File: src/rtl/core/eirc_pkg.sv
// ----------------------------------------------------------------------------
// eirc_pkg
// Shared types and constants of the energy integrator with rollover check.
// ----------------------------------------------------------------------------
package eirc_pkg;

	localparam int WALL_W   = 48;
	localparam int UPT_W    = 40;
	localparam int PWR_W    = 24;
	localparam int PSUM_W   = PWR_W + 1;
	localparam int TOL_W    = 16;
	localparam int STEP_E_W = 56;
	localparam int SUM_E_W  = 64;
	localparam int ROLL_W   = 16;
	localparam int CLS_W    = 3;
	localparam int HALF_W   = WALL_W / 2;
	localparam int PP_W     = PSUM_W + HALF_W;
	localparam int PROD_W   = PSUM_W + WALL_W;

	localparam int QUEUE_DEPTH_DEF = 4;

	localparam logic [TOL_W-1:0] WALL_TOL_RST = 16'd2000;
	localparam logic [TOL_W-1:0] CNT_TOL_RST  = 16'd1000;

	localparam int CFG_IDX_W = 1;
	localparam logic [CFG_IDX_W-1:0] REG_WALL_TOL = 1'd0;
	localparam logic [CFG_IDX_W-1:0] REG_CNT_TOL  = 1'd1;

	localparam logic [CLS_W-1:0] CLS_FIRST     = 3'd0;
	localparam logic [CLS_W-1:0] CLS_OK        = 3'd1;
	localparam logic [CLS_W-1:0] CLS_WALL_IMP  = 3'd2;
	localparam logic [CLS_W-1:0] CLS_ROLLOVER  = 3'd3;
	localparam logic [CLS_W-1:0] CLS_PWR_LOSS  = 3'd4;
	localparam logic [CLS_W-1:0] CLS_INCONSIST = 3'd5;

	typedef struct packed {
		logic [CLS_W-1:0]  cls;
		logic [WALL_W-1:0] step_time;
		logic [PSUM_W-1:0] power;
		logic              halve;
	} credit_t;

endpackage

File: src/rtl/core/eirc_back.sv
// ----------------------------------------------------------------------------
// eirc_back
// Energy multiply in two stages, then saturating totals and result register.
// ----------------------------------------------------------------------------
module eirc_back (
	input  logic                                  clk,
	input  logic                                  arst_n,
	input  logic                                  q_valid,
	input  eirc_pkg::credit_t                     q_data,
	output logic                                  q_pop,
	output logic                                  out_valid,
	input  logic                                  out_ready,
	output logic [eirc_pkg::CLS_W-1:0]            sample_class,
	output logic [eirc_pkg::WALL_W-1:0]           step_time_ms,
	output logic [eirc_pkg::STEP_E_W-1:0]         step_energy_uj,
	output logic [eirc_pkg::WALL_W-1:0]           sum_time_ms,
	output logic [eirc_pkg::SUM_E_W-1:0]          sum_energy_uj,
	output logic [eirc_pkg::ROLL_W-1:0]           rollovers_seen,
	output logic                                  bad_seen
);

	localparam int HW = eirc_pkg::HALF_W;

	logic                           v_s1, v_s2, out_v_q;
	logic                           en1, en2, en_out;
	logic [eirc_pkg::CLS_W-1:0]     cls_s1, cls_s2, cls_q;
	logic [eirc_pkg::WALL_W-1:0]    st_s1, st_s2, st_q;
	logic                           halve_s1;
	logic [eirc_pkg::PP_W-1:0]      lo_s1, hi_s1;
	logic [eirc_pkg::STEP_E_W-1:0]  se_s2, se_q;

	logic [eirc_pkg::PROD_W-1:0]    prod, shifted;
	logic [eirc_pkg::STEP_E_W-1:0]  se_sat;

	logic [eirc_pkg::WALL_W-1:0]    tot_time_q;
	logic [eirc_pkg::SUM_E_W-1:0]   tot_energy_q;
	logic [eirc_pkg::ROLL_W-1:0]    roll_q;
	logic                           bad_q;
	logic [eirc_pkg::WALL_W:0]      t_add;
	logic [eirc_pkg::SUM_E_W:0]     e_add;
	logic                           is_roll;

	assign en_out = !out_v_q || out_ready;
	assign en2    = !v_s2 || en_out;
	assign en1    = !v_s1 || en2;
	assign q_pop  = q_valid && en1;

	always_ff @(posedge clk or negedge arst_n) begin
		if (!arst_n) begin
			v_s1    <= 1'b0;
			v_s2    <= 1'b0;
			out_v_q <= 1'b0;
		end else begin
			if (en1)
				v_s1 <= q_valid;
			if (en2)
				v_s2 <= v_s1;
			if (en_out)
				out_v_q <= v_s2;
		end
	end

	always_ff @(posedge clk) begin
		if (q_pop) begin
			cls_s1   <= q_data.cls;
			st_s1    <= q_data.step_time;
			halve_s1 <= q_data.halve;
			lo_s1    <= q_data.power * q_data.step_time[HW-1:0];
			hi_s1    <= q_data.power * q_data.step_time[eirc_pkg::WALL_W-1:HW];
		end
	end

	always_comb begin
		prod    = eirc_pkg::PROD_W'(lo_s1) + (eirc_pkg::PROD_W'(hi_s1) << HW);
		shifted = halve_s1 ? (prod >> 1) : prod;
		se_sat  = (|shifted[eirc_pkg::PROD_W-1:eirc_pkg::STEP_E_W]) ? '1
		        : shifted[eirc_pkg::STEP_E_W-1:0];
	end

	always_ff @(posedge clk) begin
		if (en2 && v_s1) begin
			cls_s2 <= cls_s1;
			st_s2  <= st_s1;
			se_s2  <= se_sat;
		end
	end

	always_comb begin
		t_add   = {1'b0, tot_time_q} + {1'b0, st_s2};
		e_add   = {1'b0, tot_energy_q} + {9'd0, se_s2};
		is_roll = (cls_s2 == eirc_pkg::CLS_ROLLOVER) || (cls_s2 == eirc_pkg::CLS_PWR_LOSS);
	end

	always_ff @(posedge clk or negedge arst_n) begin
		if (!arst_n) begin
			tot_time_q   <= '0;
			tot_energy_q <= '0;
			roll_q       <= '0;
			bad_q        <= 1'b0;
		end else if (en_out && v_s2) begin
			tot_time_q   <= t_add[eirc_pkg::WALL_W] ? '1 : t_add[eirc_pkg::WALL_W-1:0];
			tot_energy_q <= e_add[eirc_pkg::SUM_E_W] ? '1 : e_add[eirc_pkg::SUM_E_W-1:0];
			if (is_roll && !(&roll_q))
				roll_q <= roll_q + 1'b1;
			if (cls_s2 == eirc_pkg::CLS_INCONSIST)
				bad_q <= 1'b1;
		end
	end

	always_ff @(posedge clk) begin
		if (en_out && v_s2) begin
			cls_q <= cls_s2;
			st_q  <= st_s2;
			se_q  <= se_s2;
		end
	end

	assign out_valid      = out_v_q;
	assign sample_class   = cls_q;
	assign step_time_ms   = st_q;
	assign step_energy_uj = se_q;
	assign sum_time_ms    = tot_time_q;
	assign sum_energy_uj  = tot_energy_q;
	assign rollovers_seen = roll_q;
	assign bad_seen       = bad_q;

	a_no_credit: assert property (@(posedge clk) disable iff (!arst_n)
		(out_v_q && (cls_q == eirc_pkg::CLS_FIRST || cls_q == eirc_pkg::CLS_INCONSIST))
		|-> (st_q == '0 && se_q == '0))
		else $error("credit given for uncredited class");

	a_bad_sticky: assert property (@(posedge clk) disable iff (!arst_n)
		bad_q |=> bad_q)
		else $error("bad flag cleared");

	a_bad_marks: assert property (@(posedge clk) disable iff (!arst_n)
		(out_v_q && cls_q == eirc_pkg::CLS_INCONSIST) |-> bad_q)
		else $error("inconsistent beat without bad flag");

endmodule

File: config.mk
export PLATFORM = sky130hd
export DESIGN_NAME = eirc_back
export DESIGN_NICKNAME = d
export VERILOG_FILES = /design/src/rtl/core/eirc_pkg.sv /design/src/rtl/core/eirc_back.sv
export SDC_FILE = /design/constraint.sdc
export NUM_CORES = 2
export LEC_CHECK = 0
export ABC_CLOCK_PERIOD_IN_PS = 15300
export BUFFER_PORTS_ARGS = -buffer_cell sky130_fd_sc_hd__buf_2
export CORE_MARGIN = 2
export CORE_UTILIZATION = 60
export CTS_CLUSTER_SIZE = 40
export DETAILED_ROUTE_END_ITERATION = 6
export PLACE_DENSITY = 0.76
export SLEW_MARGIN = 20
export SYNTH_ARGS = -nofsm -noshare
export SYNTH_HDL_FRONTEND = slang
export SYNTH_SLANG_ARGS = --single-unit
File: constraint.sdc
create_clock -name clk -period 15.3 [get_ports clk]
set_input_delay 0.765 -clock clk [delete_from_list [all_inputs] [get_ports clk]]
set_output_delay 0.765 -clock clk [all_outputs]
set_load 0.01 [all_outputs]
==> metrics <==
status=complete, no violations; commonest non-fill, non-tap cell in the layout=inv_1; crit path launch type=input pin; TNS Setup=0 ns; post-DP HPWL=122000 um; CP Class=in -> reg; highest-count cells in the layout ignoring fill and taps=1185 x inv_1, 1011 x fa_1, 752 x nand2_1; share of layout cells above drive strength 1=0.0768; pre-CTS setup slack=6.56 ns; number of top-level pins=319; design area=67600 um2; H-tree Lvls=2; Post-Syn Instances=6367; Wirelength per Cell=20.7 um; FFs w/ async S/R, synth=0.266; Pins Over Slew Limit=0; Die ar.=108000 um2; Buffers on Ports=318; Non-Filler Instances=7918; CP max-delay cell=buf_4; largest net degree at the start of global routing=79; clk_skew=0.0189 ns; Req. time, crit path=15.69 ns; worst setup margin=7.13 ns; total track usage=0.311; Worst Path Buf+Inv=9; register bit total from synthesis=496; Final Hold Fails=0; Max Cap Viol=0; final worst path period share=0.534; Synth Warn #=0; worst rel slew slack=0.240; post-cts repair resize count=0; cell family with most CP delay=adder cells; Placed Cells=7814; Final Setup Violations=0; synthesized cell area=63200 um2; TritonCTS Sinks=496; Area Growth Syn to Fin=7.01%; # hold bufs at CTS=0; Unique masters post-synth=84; final net count=8052; sequential fraction of the synthesis area=0.225; Worst Max-Slew Pin Slew=1.14 ns; Clock Tree Buf Depth=3; Hold Path Class=in -> async; vias in the first global route=48.3k; CTS tree=built; placed cell area=65700 um2; DIE WIDTH=329 um; Starting Density=0.603; Clock Latency Late Sink=0.64 ns; postcts setup bufs=0; Inserted Diodes=0; Rows=119; Detail Route Antenna Nets=0; crit path capture type=flop; Num CTS Buffers=55; DR pass1 iterations=5; Die Height=329 um; Post-Syn Area per Cell=9.93 um2; initial antenna violation count=4; Tmin final=8.17 ns; Placer Congestion=0.947; Top FF cell, synth=edfxtp_1; WP data arrival=8.56 ns; core area=105000 um2; Max Clk Rate=122 MHz; EDFF count, synth=364; CTS root buf=clkbuf_16; 1st-iter DRT viols=3180; syn_nets=7939; DRC viols=0; fill cell count=8394; Worst path max stage delay=0.56 ns; grt ovf=0; number of vias per cell=5.81; RSZ-0062 raised after global routing=no; detailed-route via count=46.0k; critical path fanouts, max=48; clock-pin slew on the worst setup and hold paths=0.06 ns; detailed-route wire length=164000 um; first-pass GRT wire length=263000 um
[worst register-to-register path, stage by stage (launching register included)]
cell and delay, ns:
edfxtp_1 0.42, ha_1 0.39, a21o_1 0.22, or2_1 0.24, o21ai_1 0.22, a31oi_1 0.29
a211oi_2 0.61, o21ai_1 0.30, a221o_1 0.39, a21oi_1 0.79, o21ai_4 0.10, buf_4 0.35
o22a_1 0.30
[cells in the mapped netlist, types with 11 or more instances]
cell	n	area share
a211o_1	13	0.0018
a211oi_1	20	0.0024
a21boi_0	11	0.0013
a21o_1	111	0.013
a21oi_1	202	0.016
a31oi_1	32	0.0032
and2_1	649	0.064
and3_1	34	0.0034
and4_1	11	0.0015
buf_2	14	0.0011
clkbuf_1	281	0.017
dfrtp_1	132	0.052
edfxtp_1	364	0.17
fa_1	1011	0.32
ha_1	480	0.095
inv_1	1186	0.070
mux2i_1	35	0.0055
nand2_1	752	0.045
nand2b_1	39	0.0039
nand3_1	54	0.0043
nand4_1	47	0.0047
nor2_1	142	0.0084
nor2b_1	24	0.0024
nor3_1	21	0.0017
o211ai_1	33	0.0039
o21a_1	19	0.0023
o21ai_0	108	0.0086
o21bai_1	33	0.0039
o22a_1	96	0.013
o31ai_1	16	0.0019
or2_2	16	0.0016
xnor2_1	150	0.021
xor2_1	88	0.012
[state kept, by name, indices dropped and copies added, names as in the netlist, 48 cells and up]
register,flops
step_time_ms,48
st_s2,48
se_s2,56
hi_s1,49
lo_s1,49
sum_energy_uj,64
step_energy_uj,56
sum_time_ms,48
st_s1,48
[cell type report]
cell class              instances  area (um2)  share of cell area
multi-input cells            4386       43400               0.641
well taps                    1391        1740              0.0257
repair buffers                355        1880              0.0277
clock inverters                30         390             0.00577
flip-flops and latches        496       14200               0.210
inverters                    1186        4460              0.0659
clock buffers                  74        1550              0.0229
[metrics by stage]
| stage | util | hold slack [ns] |
|---|---|---|
| 6_report | 0.645 | 0.174 |
| 5_1_grt | 0.645 | 0.217 |
| 4_1_cts | 0.645 | 0.201 |
| 3_5_place_dp | 0.627 | 0.405 |
| 3_3_place_gp | 0.627 | 0.401 |
| 2_1_floorplan | - | 0.400 |
[cells by family (layout without fill, tap and decap cells)]
family                   after synthesis  count (layout)  synth area share
adder cells (fa/ha/maj)             1491            1491             0.415
multiplexers                          44              44           0.00715
XOR/XNOR                             238             238            0.0330
buffers and inverters               1485            1645            0.0888
flip-flops                           496             496             0.225
AND/OR/NAND/NOR                     1816            1816             0.144
AO/OA/AOI/OAI                        797             797            0.0867
[worst paths after layout]
| check | from | end | slack, ns | cells past startpoint |
|---|---|---|---|---|
| setup / recovery | q_data[12] | hi_s1[45]$_DFFE_PP_ | 7.13 | 28 |
| hold / removal | arst_n | v_s2$_DFFE_PN0P_ | 0.17 | 1 |
| setup reg to reg | se_s2[7]$_SDFFCE_PP1P_ | sum_energy_uj[11]$_DFFE_PN0P_ | 10.56 | 12 |
| hold reg to reg | st_s1[2]$_DFFE_PP_ | st_s2[2]$_DFFE_PP_ | 0.41 | 0 |
| max in group asynchronous | arst_n | sum_time_ms[39]$_DFFE_PN0P_ | 13.67 | 2 |
| min in group clk | q_data[0] | halve_s1$_DFFE_PP_ | 0.31 | 1 |
[metal layers]
layer / track usage / share of wire
met1: 0.402 / 0.39
met2: 0.517 / 0.49
met3: 0.0411 / 0.069
met4: 0.157 / 0.057
met5: 0 / 0.00024
Power is not shown: default switching activity piles up to over one toggle a cycle in this logic, so the estimate is an artifact.
