## src/rtl/core/eirc_pkg.sv

```systemverilog
// ----------------------------------------------------------------------------
// eirc_pkg
// Shared types and constants of the energy integrator with rollover check.
// ----------------------------------------------------------------------------
package eirc_pkg;

	localparam int WALL_W   = 48;
	localparam int UPT_W    = 40;
	localparam int PWR_W    = 24;
	localparam int PSUM_W   = PWR_W + 1;
	localparam int TOL_W    = 16;
	localparam int STEP_E_W = 56;
	localparam int SUM_E_W  = 64;
	localparam int ROLL_W   = 16;
	localparam int CLS_W    = 3;
	localparam int HALF_W   = WALL_W / 2;
	localparam int PP_W     = PSUM_W + HALF_W;
	localparam int PROD_W   = PSUM_W + WALL_W;

	localparam int QUEUE_DEPTH_DEF = 4;

	localparam logic [TOL_W-1:0] WALL_TOL_RST = 16'd2000;
	localparam logic [TOL_W-1:0] CNT_TOL_RST  = 16'd1000;

	localparam int CFG_IDX_W = 1;
	localparam logic [CFG_IDX_W-1:0] REG_WALL_TOL = 1'd0;
	localparam logic [CFG_IDX_W-1:0] REG_CNT_TOL  = 1'd1;

	localparam logic [CLS_W-1:0] CLS_FIRST     = 3'd0;
	localparam logic [CLS_W-1:0] CLS_OK        = 3'd1;
	localparam logic [CLS_W-1:0] CLS_WALL_IMP  = 3'd2;
	localparam logic [CLS_W-1:0] CLS_ROLLOVER  = 3'd3;
	localparam logic [CLS_W-1:0] CLS_PWR_LOSS  = 3'd4;
	localparam logic [CLS_W-1:0] CLS_INCONSIST = 3'd5;

	typedef struct packed {
		logic [CLS_W-1:0]  cls;
		logic [WALL_W-1:0] step_time;
		logic [PSUM_W-1:0] power;
		logic              halve;
	} credit_t;

endpackage

```

## src/rtl/core/eirc_queue.sv

```systemverilog
// ----------------------------------------------------------------------------
// eirc_queue
// Short FIFO of classified credits between front and back.
// ----------------------------------------------------------------------------
module eirc_queue #(
	parameter int DEPTH = eirc_pkg::QUEUE_DEPTH_DEF
) (
	input  logic              clk,
	input  logic              arst_n,
	input  logic              push,
	input  eirc_pkg::credit_t push_data,
	output logic              full,
	input  logic              pop,
	output logic              not_empty,
	output eirc_pkg::credit_t pop_data
);

	localparam int PTR_W = (DEPTH > 1) ? $clog2(DEPTH) : 1;
	localparam int CNT_W = $clog2(DEPTH + 1);

	eirc_pkg::credit_t entry_q [DEPTH];
	logic [PTR_W-1:0]  wr_q, rd_q;
	logic [CNT_W-1:0]  cnt_q;

	assign full      = cnt_q == CNT_W'(DEPTH);
	assign not_empty = cnt_q != '0;
	assign pop_data  = entry_q[rd_q];

	always_ff @(posedge clk or negedge arst_n) begin
		if (!arst_n) begin
			wr_q  <= '0;
			rd_q  <= '0;
			cnt_q <= '0;
		end else begin
			if (push)
				wr_q <= (wr_q == PTR_W'(DEPTH - 1)) ? '0 : wr_q + 1'b1;
			if (pop)
				rd_q <= (rd_q == PTR_W'(DEPTH - 1)) ? '0 : rd_q + 1'b1;
			if (push && !pop)
				cnt_q <= cnt_q + 1'b1;
			else if (pop && !push)
				cnt_q <= cnt_q - 1'b1;
		end
	end

	always_ff @(posedge clk) begin
		if (push)
			entry_q[wr_q] <= push_data;
	end

	a_no_overflow: assert property (@(posedge clk) disable iff (!arst_n)
		push |-> (!full || pop))
		else $error("queue write while full");

	a_no_underflow: assert property (@(posedge clk) disable iff (!arst_n)
		pop |-> not_empty)
		else $error("queue read while empty");

endmodule

```

## config.mk

```make
export PLATFORM = sky130hd
export DESIGN_NAME = eirc_queue
export DESIGN_NICKNAME = d
export VERILOG_FILES = /design/src/rtl/core/eirc_pkg.sv /design/src/rtl/core/eirc_queue.sv
export SDC_FILE = /design/constraint.sdc
export NUM_CORES = 1
export LEC_CHECK = 0
export BUFFER_PORTS_ARGS = -buffer_cell sky130_fd_sc_hd__buf_2
export CORE_MARGIN = 2
export CORE_UTILIZATION = 57
export DETAILED_ROUTE_END_ITERATION = 10
export PLACE_DENSITY = 0.79
export SLEW_MARGIN = 40
export SYNTH_ARGS = -nofsm -noshare
export SYNTH_HDL_FRONTEND = slang
export SYNTH_SLANG_ARGS = --single-unit
```

## constraint.sdc

```tcl
create_clock -name clk -period 3.8 [get_ports clk]
set_input_delay 0.76 -clock clk [delete_from_list [all_inputs] [get_ports clk]]
set_output_delay 0.76 -clock clk [all_outputs]
set_load 0.05 [all_outputs]
```

==> run_results.csv, run 1 <==
group,metric,value,unit
cts,tritoncts,"built",
timing,hold_viol_final,0,
cts,root_buffer,"clkbuf_16",
synth,synth_edf_count,308,
route,routed_via_density,5.62,
global_route,grt_max_degree,42,
finish,num-fill-cells,1273,
timing,finalMaxSlewViolations,0,
worst_setup_path,crit_path_end_kind,"output pin",
synth,synth_fa_ha_area_frac,0.00825,
finish,stdcell_count,914,
synth,yosysWarningCount,0,
power,power_per_cell_area,863,mW/mm^2
synth,synth_mux_area_frac,0.152,
synth,synth_common_cells,"edfxtp_1, mux4_2, dfrtp_1, buf_2, ha_1",
synth,synth-seq-cells,315,
power,switching_share,0.365,
synth,synth_most_common_cell,"edfxtp_1",
worst_setup_path,cp.arrival,2.51,ns
power,power.switching,0.00430,W
cts,clk-insertion-delay-late,0.54,ns
placement,place.gp.congestion,0.714,
timing,slew_headroom,0.596,
worst_setup_path,critPathLaunchType,"register",
timing,tightestPinTransition,0.606,ns
power,p_leak,4.69,nW
power,ir_drop,0.000640,V
synth,synthArstFlopShare,0.0222,
power,pwr-share-seq,0.403,
synth,synth_simple_gate_area_frac,0.00510,
die,rows,52,
synth,yosys.area.top_type,"edfxtp_1",
flow_run,cap_violations,0,
worst_setup_path,required,3.04,ns
finish,postLayoutCoreUtil,0.682,
cts,cts.sinks,315,
timing,rsz0062_at_grt,"no",
global_route,grt_antenna_before_repair,1,
global_route,grt_use_total,0.192,
synth,synth-xor-area-share,0.00228,
synth,seq_area_frac_synth,0.818,
finish,design_area,0.0137,mm^2
cts,postCtsSetupBuffers,0,
die,coreArea,0.0200,mm^2
synth,synth.area.top_cells,"edfxtp_1, mux4_2, dfrtp_1, ha_1, buf_12",
global_route,gr-total-overflow,0,
synth,ys_types,22,
synth,synth_compound_area_frac,0.00152,
hold_path,min_path_type,"in2async",
cts,clock_tree.htree_level_count,1,
power,power.total,0.0118,W
finish,drive_above_1_share,0.459,
power,combPwrFrac,0.349,
global_route,grt_pass1_wl,31.2,mm
timing,fin_skew,0.0111,ns
cts,cts_resized,0,
die,die_w,146,um
finish,register_area,0.00943,mm^2
outcome,outcome,"completed",
placement,place_area,0.0127,mm^2
synth,synthesis.instances,440,
route,drt-total-wl,20.2,mm
route,vias,5136,
synth,synth_top_family_by_area,"multiplexers",
timing,max_freq,306,MHz
timing,final.period_utilization,0.861,
placement,portBuffers,159,
power,p_clk_frac,0.248,
finish,nets,709,
die,die_area,0.0214,mm^2
cts,hold_buffers,0,
cts,cts_inserted_buffers,31,
synth,synth_nets,528,
global_route,grt_pass1_vias,5569,
synth,synth.avg_cell_area,26.2,um^2
synth,yosys.area.top_type_share,0.802,
finish,multiInputGateArea,0.00196,mm^2
timing,fin_crit,3.27,ns
die,start_util,0.575,
route,routedWlPerCell,22.2,um
worst_setup_path,worstSetupPathType,"reg2out",
cts,cts_buffer_depth,3,
timing,setup_tns,0,ns
placement,dp_cells,858,
die,die_h,146,um
route,drtAntennaViolNets,0,
die,io_pins,160,
cts,path_clk_slew,0.06,ns
route,drtIter0Drc,310,
synth,syn_area,0.0115,mm^2
timing,setup_viol,0,
power,intPower,0.00749,W
route,drc,0,
route,firstDrtPassIters,4,
synth,synth_ff_type,"edfxtp_1",
worst_setup_path,crit_path_max_fanout,41,
finish,area_growth_syn_to_layout,18.6,%
placement,post-dp-hpwl,12.0,mm
## per-stage QoR
step / setup slack (ns) / hold slack [ns]
after floorplan: 0.800 / 0.449
after global placement: 1.05 / 0.468
after detailed placement: 1.02 / 0.482
after CTS: 0.452 / 0.0306
after global routing: 0.377 / 0.0384
final: 0.529 / 0.0467
## registers in the layout, summed over array words and instances (netlist names)
name	count
rd_q	2
wr_q	2
entry_q	308
cnt_q	3
## power groups by stage
stage | Sequential [W] | Combinational (W) | Clock, W
after floorplan | 0.00465 | 0.00344 | 0
after global placement | 0.00478 | 0.00413 | 0
after detailed placement | 0.00483 | 0.00417 | 0
after CTS | 0.00477 | 0.00419 | 0.00298
after global routing | 0.00481 | 0.00432 | 0.00311
final | 0.00475 | 0.00412 | 0.00292
## final timing paths
kind                               start        endpoint  slack, ns  cells after the start
max                              rd_q[0]    pop_data[26]       0.53                      3
min                               arst_n        cnt_q[1]       0.05                      1
max reg2reg                      wr_q[0]  entry_q[0][21]       1.86                      4
min reg2reg                     cnt_q[2]        cnt_q[2]       0.49                      1
max in group asynchronous         arst_n         rd_q[1]       3.57                      1
min in group clk           push_data[72]  entry_q[1][72]       0.43                      1
## cell usage in the layout, fill, tap and decap left out, types with 2 or more instances in the layout
| cell | count |
|---|---|
| bufinv_16 | 2 |
| buf_12 | 6 |
| o21ai_0 | 2 |
| and2_4 | 4 |
| nand2_1 | 2 |
| clkbuf_8 | 7 |
| mux4_2 | 77 |
| dfrtp_1 | 5 |
| clkinv_2 | 3 |
| xor2_1 | 2 |
| edfxtp_1 | 308 |
| nor2_1 | 2 |
| dfrtp_4 | 2 |
| buf_2 | 159 |
| mux2_2 | 2 |
| clkbuf_1 | 10 |
| inv_1 | 4 |
| ha_1 | 6 |
| clkbuf_16 | 31 |
## routing by layer
layer,track usage,up-vias,wire length [um]
li1,-,2254,-
met1,0.244,2666,7650
met2,0.345,186,10800
met3,0.0419,30,1450
met4,0.0417,0,325
met5,0,-,0
## critical path: stages, from the launching register on
cell and delay, ns:
dfrtp_4 0.74, buf_12 0.36, mux4_2 0.57, buf_2 0.23
## layout make-up
cell class,count,share of cell area
multi-input cells,103,0.144
clock buffers,48,0.0665
diodes,1,0.000183
well taps,270,0.0247
clock inverters,7,0.00641
inverters,4,0.00110
flip-flops and latches,315,0.690
repair buffers,166,0.0675
## logic make-up (layout without fill, tap and decap cells)
| logic type | count (synthesis) | count (layout) |
|---|---|---|
| compound gates | 3 | 3 |
| xor+xnor | 3 | 3 |
| buf+inv | 22 | 225 |
| other cells | 0 | 1 |
| fa+ha+maj | 7 | 7 |
| flops | 315 | 315 |
| mux | 79 | 79 |
| simple gates | 11 | 11 |
Note: power is estimated with default switching activity, not from simulation.
==> run 2: changes to the inputs <==
--- a/config.mk
+++ b/config.mk
@@ -9,6 +9,7 @@
 export CORE_MARGIN = 2
 export CORE_UTILIZATION = 57
 export DETAILED_ROUTE_END_ITERATION = 10
+export MAX_ROUTING_LAYER = met4
 export PLACE_DENSITY = 0.79
 export SLEW_MARGIN = 40
 export SYNTH_ARGS = -nofsm -noshare
==> run 2 against run 1 <==
Clock-buffer cell count did not move. Worst setup slack got worse by 0.010 ns. Sequential share of layout area did not move. Via count barely moved. Total power barely moved. Global-route usage rose by 0.58 points. Routed wire length rose by 0.43%. Clock skew barely moved. Critical path type unchanged. Final cell count did not move.
==> run_results.csv, run 2 (synthesis results as in run 1) <==
group,metric,value,unit
route,routed_via_density,5.61,
power,p_clk_frac,0.248,
die,rows,52,
route,drt-total-wl,20.3,mm
timing,rsz0062_at_grt,"no",
worst_setup_path,ff2ff_path_depth,4,
worst_setup_path,required,3.04,ns
power,combPwrFrac,0.349,
die,start_util,0.575,
route,routedWlPerCell,22.2,um
power,power_per_cell_area,863,mW/mm^2
placement,place.gp.congestion,0.723,
cts,cts_buffer_depth,3,
route,firstDrtPassIters,4,
route,drc,0,
outcome,outcome,"completed",
finish,layout_common_cells,"edfxtp_1, buf_2, mux4_2, clkbuf_16, clkbuf_1",
timing,slew_headroom,0.599,
worst_setup_path,crit_path_max_fanout,41,
cts,cts_resized,0,
placement,post-dp-hpwl,12.0,mm
die,die_w,146,um
cts,tritoncts,"built",
timing,fin_crit,3.28,ns
hold_path,min_path_type,"in2async",
flow_run,cap_violations,0,
timing,setup_viol,0,
timing,finalMaxSlewViolations,0,
global_route,grt_pass1_vias,5576,
worst_setup_path,r2r_end,"entry_q[0][19]",
finish,final_common_cell,"edfxtp_1",
power,p_leak,4.69,nW
timing,fin_ws,0.518,ns
finish,top_regs,"entry_q (308), cnt_q (3)",
finish,nets,709,
cts,root_buffer,"clkbuf_16",
finish,regMostFlops,"entry_q",
worst_setup_path,reg2reg_slack,1.85,ns
global_route,grt_pass1_wl,31.2,mm
cts,hold_buffers,0,
global_route,grt_antenna_before_repair,1,
timing,max_freq,305,MHz
power,switching_share,0.365,
timing,hold_viol_final,0,
placement,pre_cts_slack,1.02,ns
route,drtIter0Drc,343,
worst_setup_path,crit_path_end_kind,"output pin",
cts,cts.sinks,315,
die,die_area,0.0214,mm^2
route,vias,5132,
timing,final.period_utilization,0.864,
die,die_h,146,um
worst_setup_path,worstSetupPathType,"reg2out",
timing,fin_skew,0.0112,ns
die,coreArea,0.0200,mm^2
timing,setup_tns,0,ns
worst_setup_path,reg2reg_from,"wr_q[0]",
global_route,grt_max_degree,42,
worst_setup_path,critPathLaunchType,"register",
power,power.total,0.0118,W
finish,largest_reg_flops,308,
power,intPower,0.00749,W
finish,drive_above_1_share,0.459,
timing,tightestPinTransition,0.601,ns
power,ir_drop,0.000641,V
global_route,grt_use_total,0.198,
placement,portBuffers,159,
cts,path_clk_slew,0.06,ns
power,pwr-share-seq,0.403,
global_route,gr-total-overflow,0,
die,io_pins,160,
cts,cts_inserted_buffers,31,
cts,clk-insertion-delay-late,0.54,ns
finish,area_growth_syn_to_layout,18.6,%
cts,postCtsSetupBuffers,0,
power,power.switching,0.00431,W
cts,clock_tree.htree_level_count,1,
worst_setup_path,cp.arrival,2.52,ns
route,drtAntennaViolNets,0,
-- run 2: layer usage --
layer  share of wire  global-route usage
met5               0                   -
met4           0.017              0.0417
met3           0.061              0.0403
met2            0.53               0.344
met1            0.39               0.245
-- run 2: cell type report --
type                            count  area (um^2)
Antenna cell                        1         2.50
Clock buffer                       48          910
Clock inverter                      7         87.6
Fill cell                        1273         6370
Inverter                            4         15.0
Multi-Input combinational cell    103         1960
Sequential cell                   315         9430
Tap cell                          270          338
Timing Repair Buffer              166          923
-- run 2: worst max-delay path by stage --
stage,cells past startpoint,slack [ns],endpoint,startpoint
detailed placement,3,1.02,pop_data[3],rd_q[0]
floorplan,1,0.80,entry_q[0][0],push
global placement,3,1.05,pop_data[3],rd_q[0]
finish,3,0.52,pop_data[3],rd_q[0]
CTS,3,0.45,pop_data[3],rd_q[0]
global route,3,0.38,pop_data[3],rd_q[0]
-- run 2: stage by stage --
step,instances,utilization,cell area [um^2],hold WS (ns)
floorplan,440,-,11500,0.449
global placement,858,0.632,12700,0.468
detailed placement,858,0.632,12700,0.482
CTS,913,0.682,13700,0.0306
global route,914,0.682,13700,0.0384
finish,914,0.682,13700,0.0452
-- run 2: worst max-delay path: stages, from the launching register on --
cell,delay [ns]
dfrtp_4,0.74
buf_12,0.37
mux4_2,0.59
buf_2,0.24
-- run 2: power by group through the flow --
stage / Combinational [W] / Clock, W / Sequential (W)
2_1_floorplan: 0.00344 / 0 / 0.00465
5_1_grt: 0.00431 / 0.00311 / 0.00481
4_1_cts: 0.00419 / 0.00298 / 0.00477
3_5_place_dp: 0.00417 / 0 / 0.00483
6_report: 0.00412 / 0.00293 / 0.00475
3_3_place_gp: 0.00413 / 0 / 0.00478
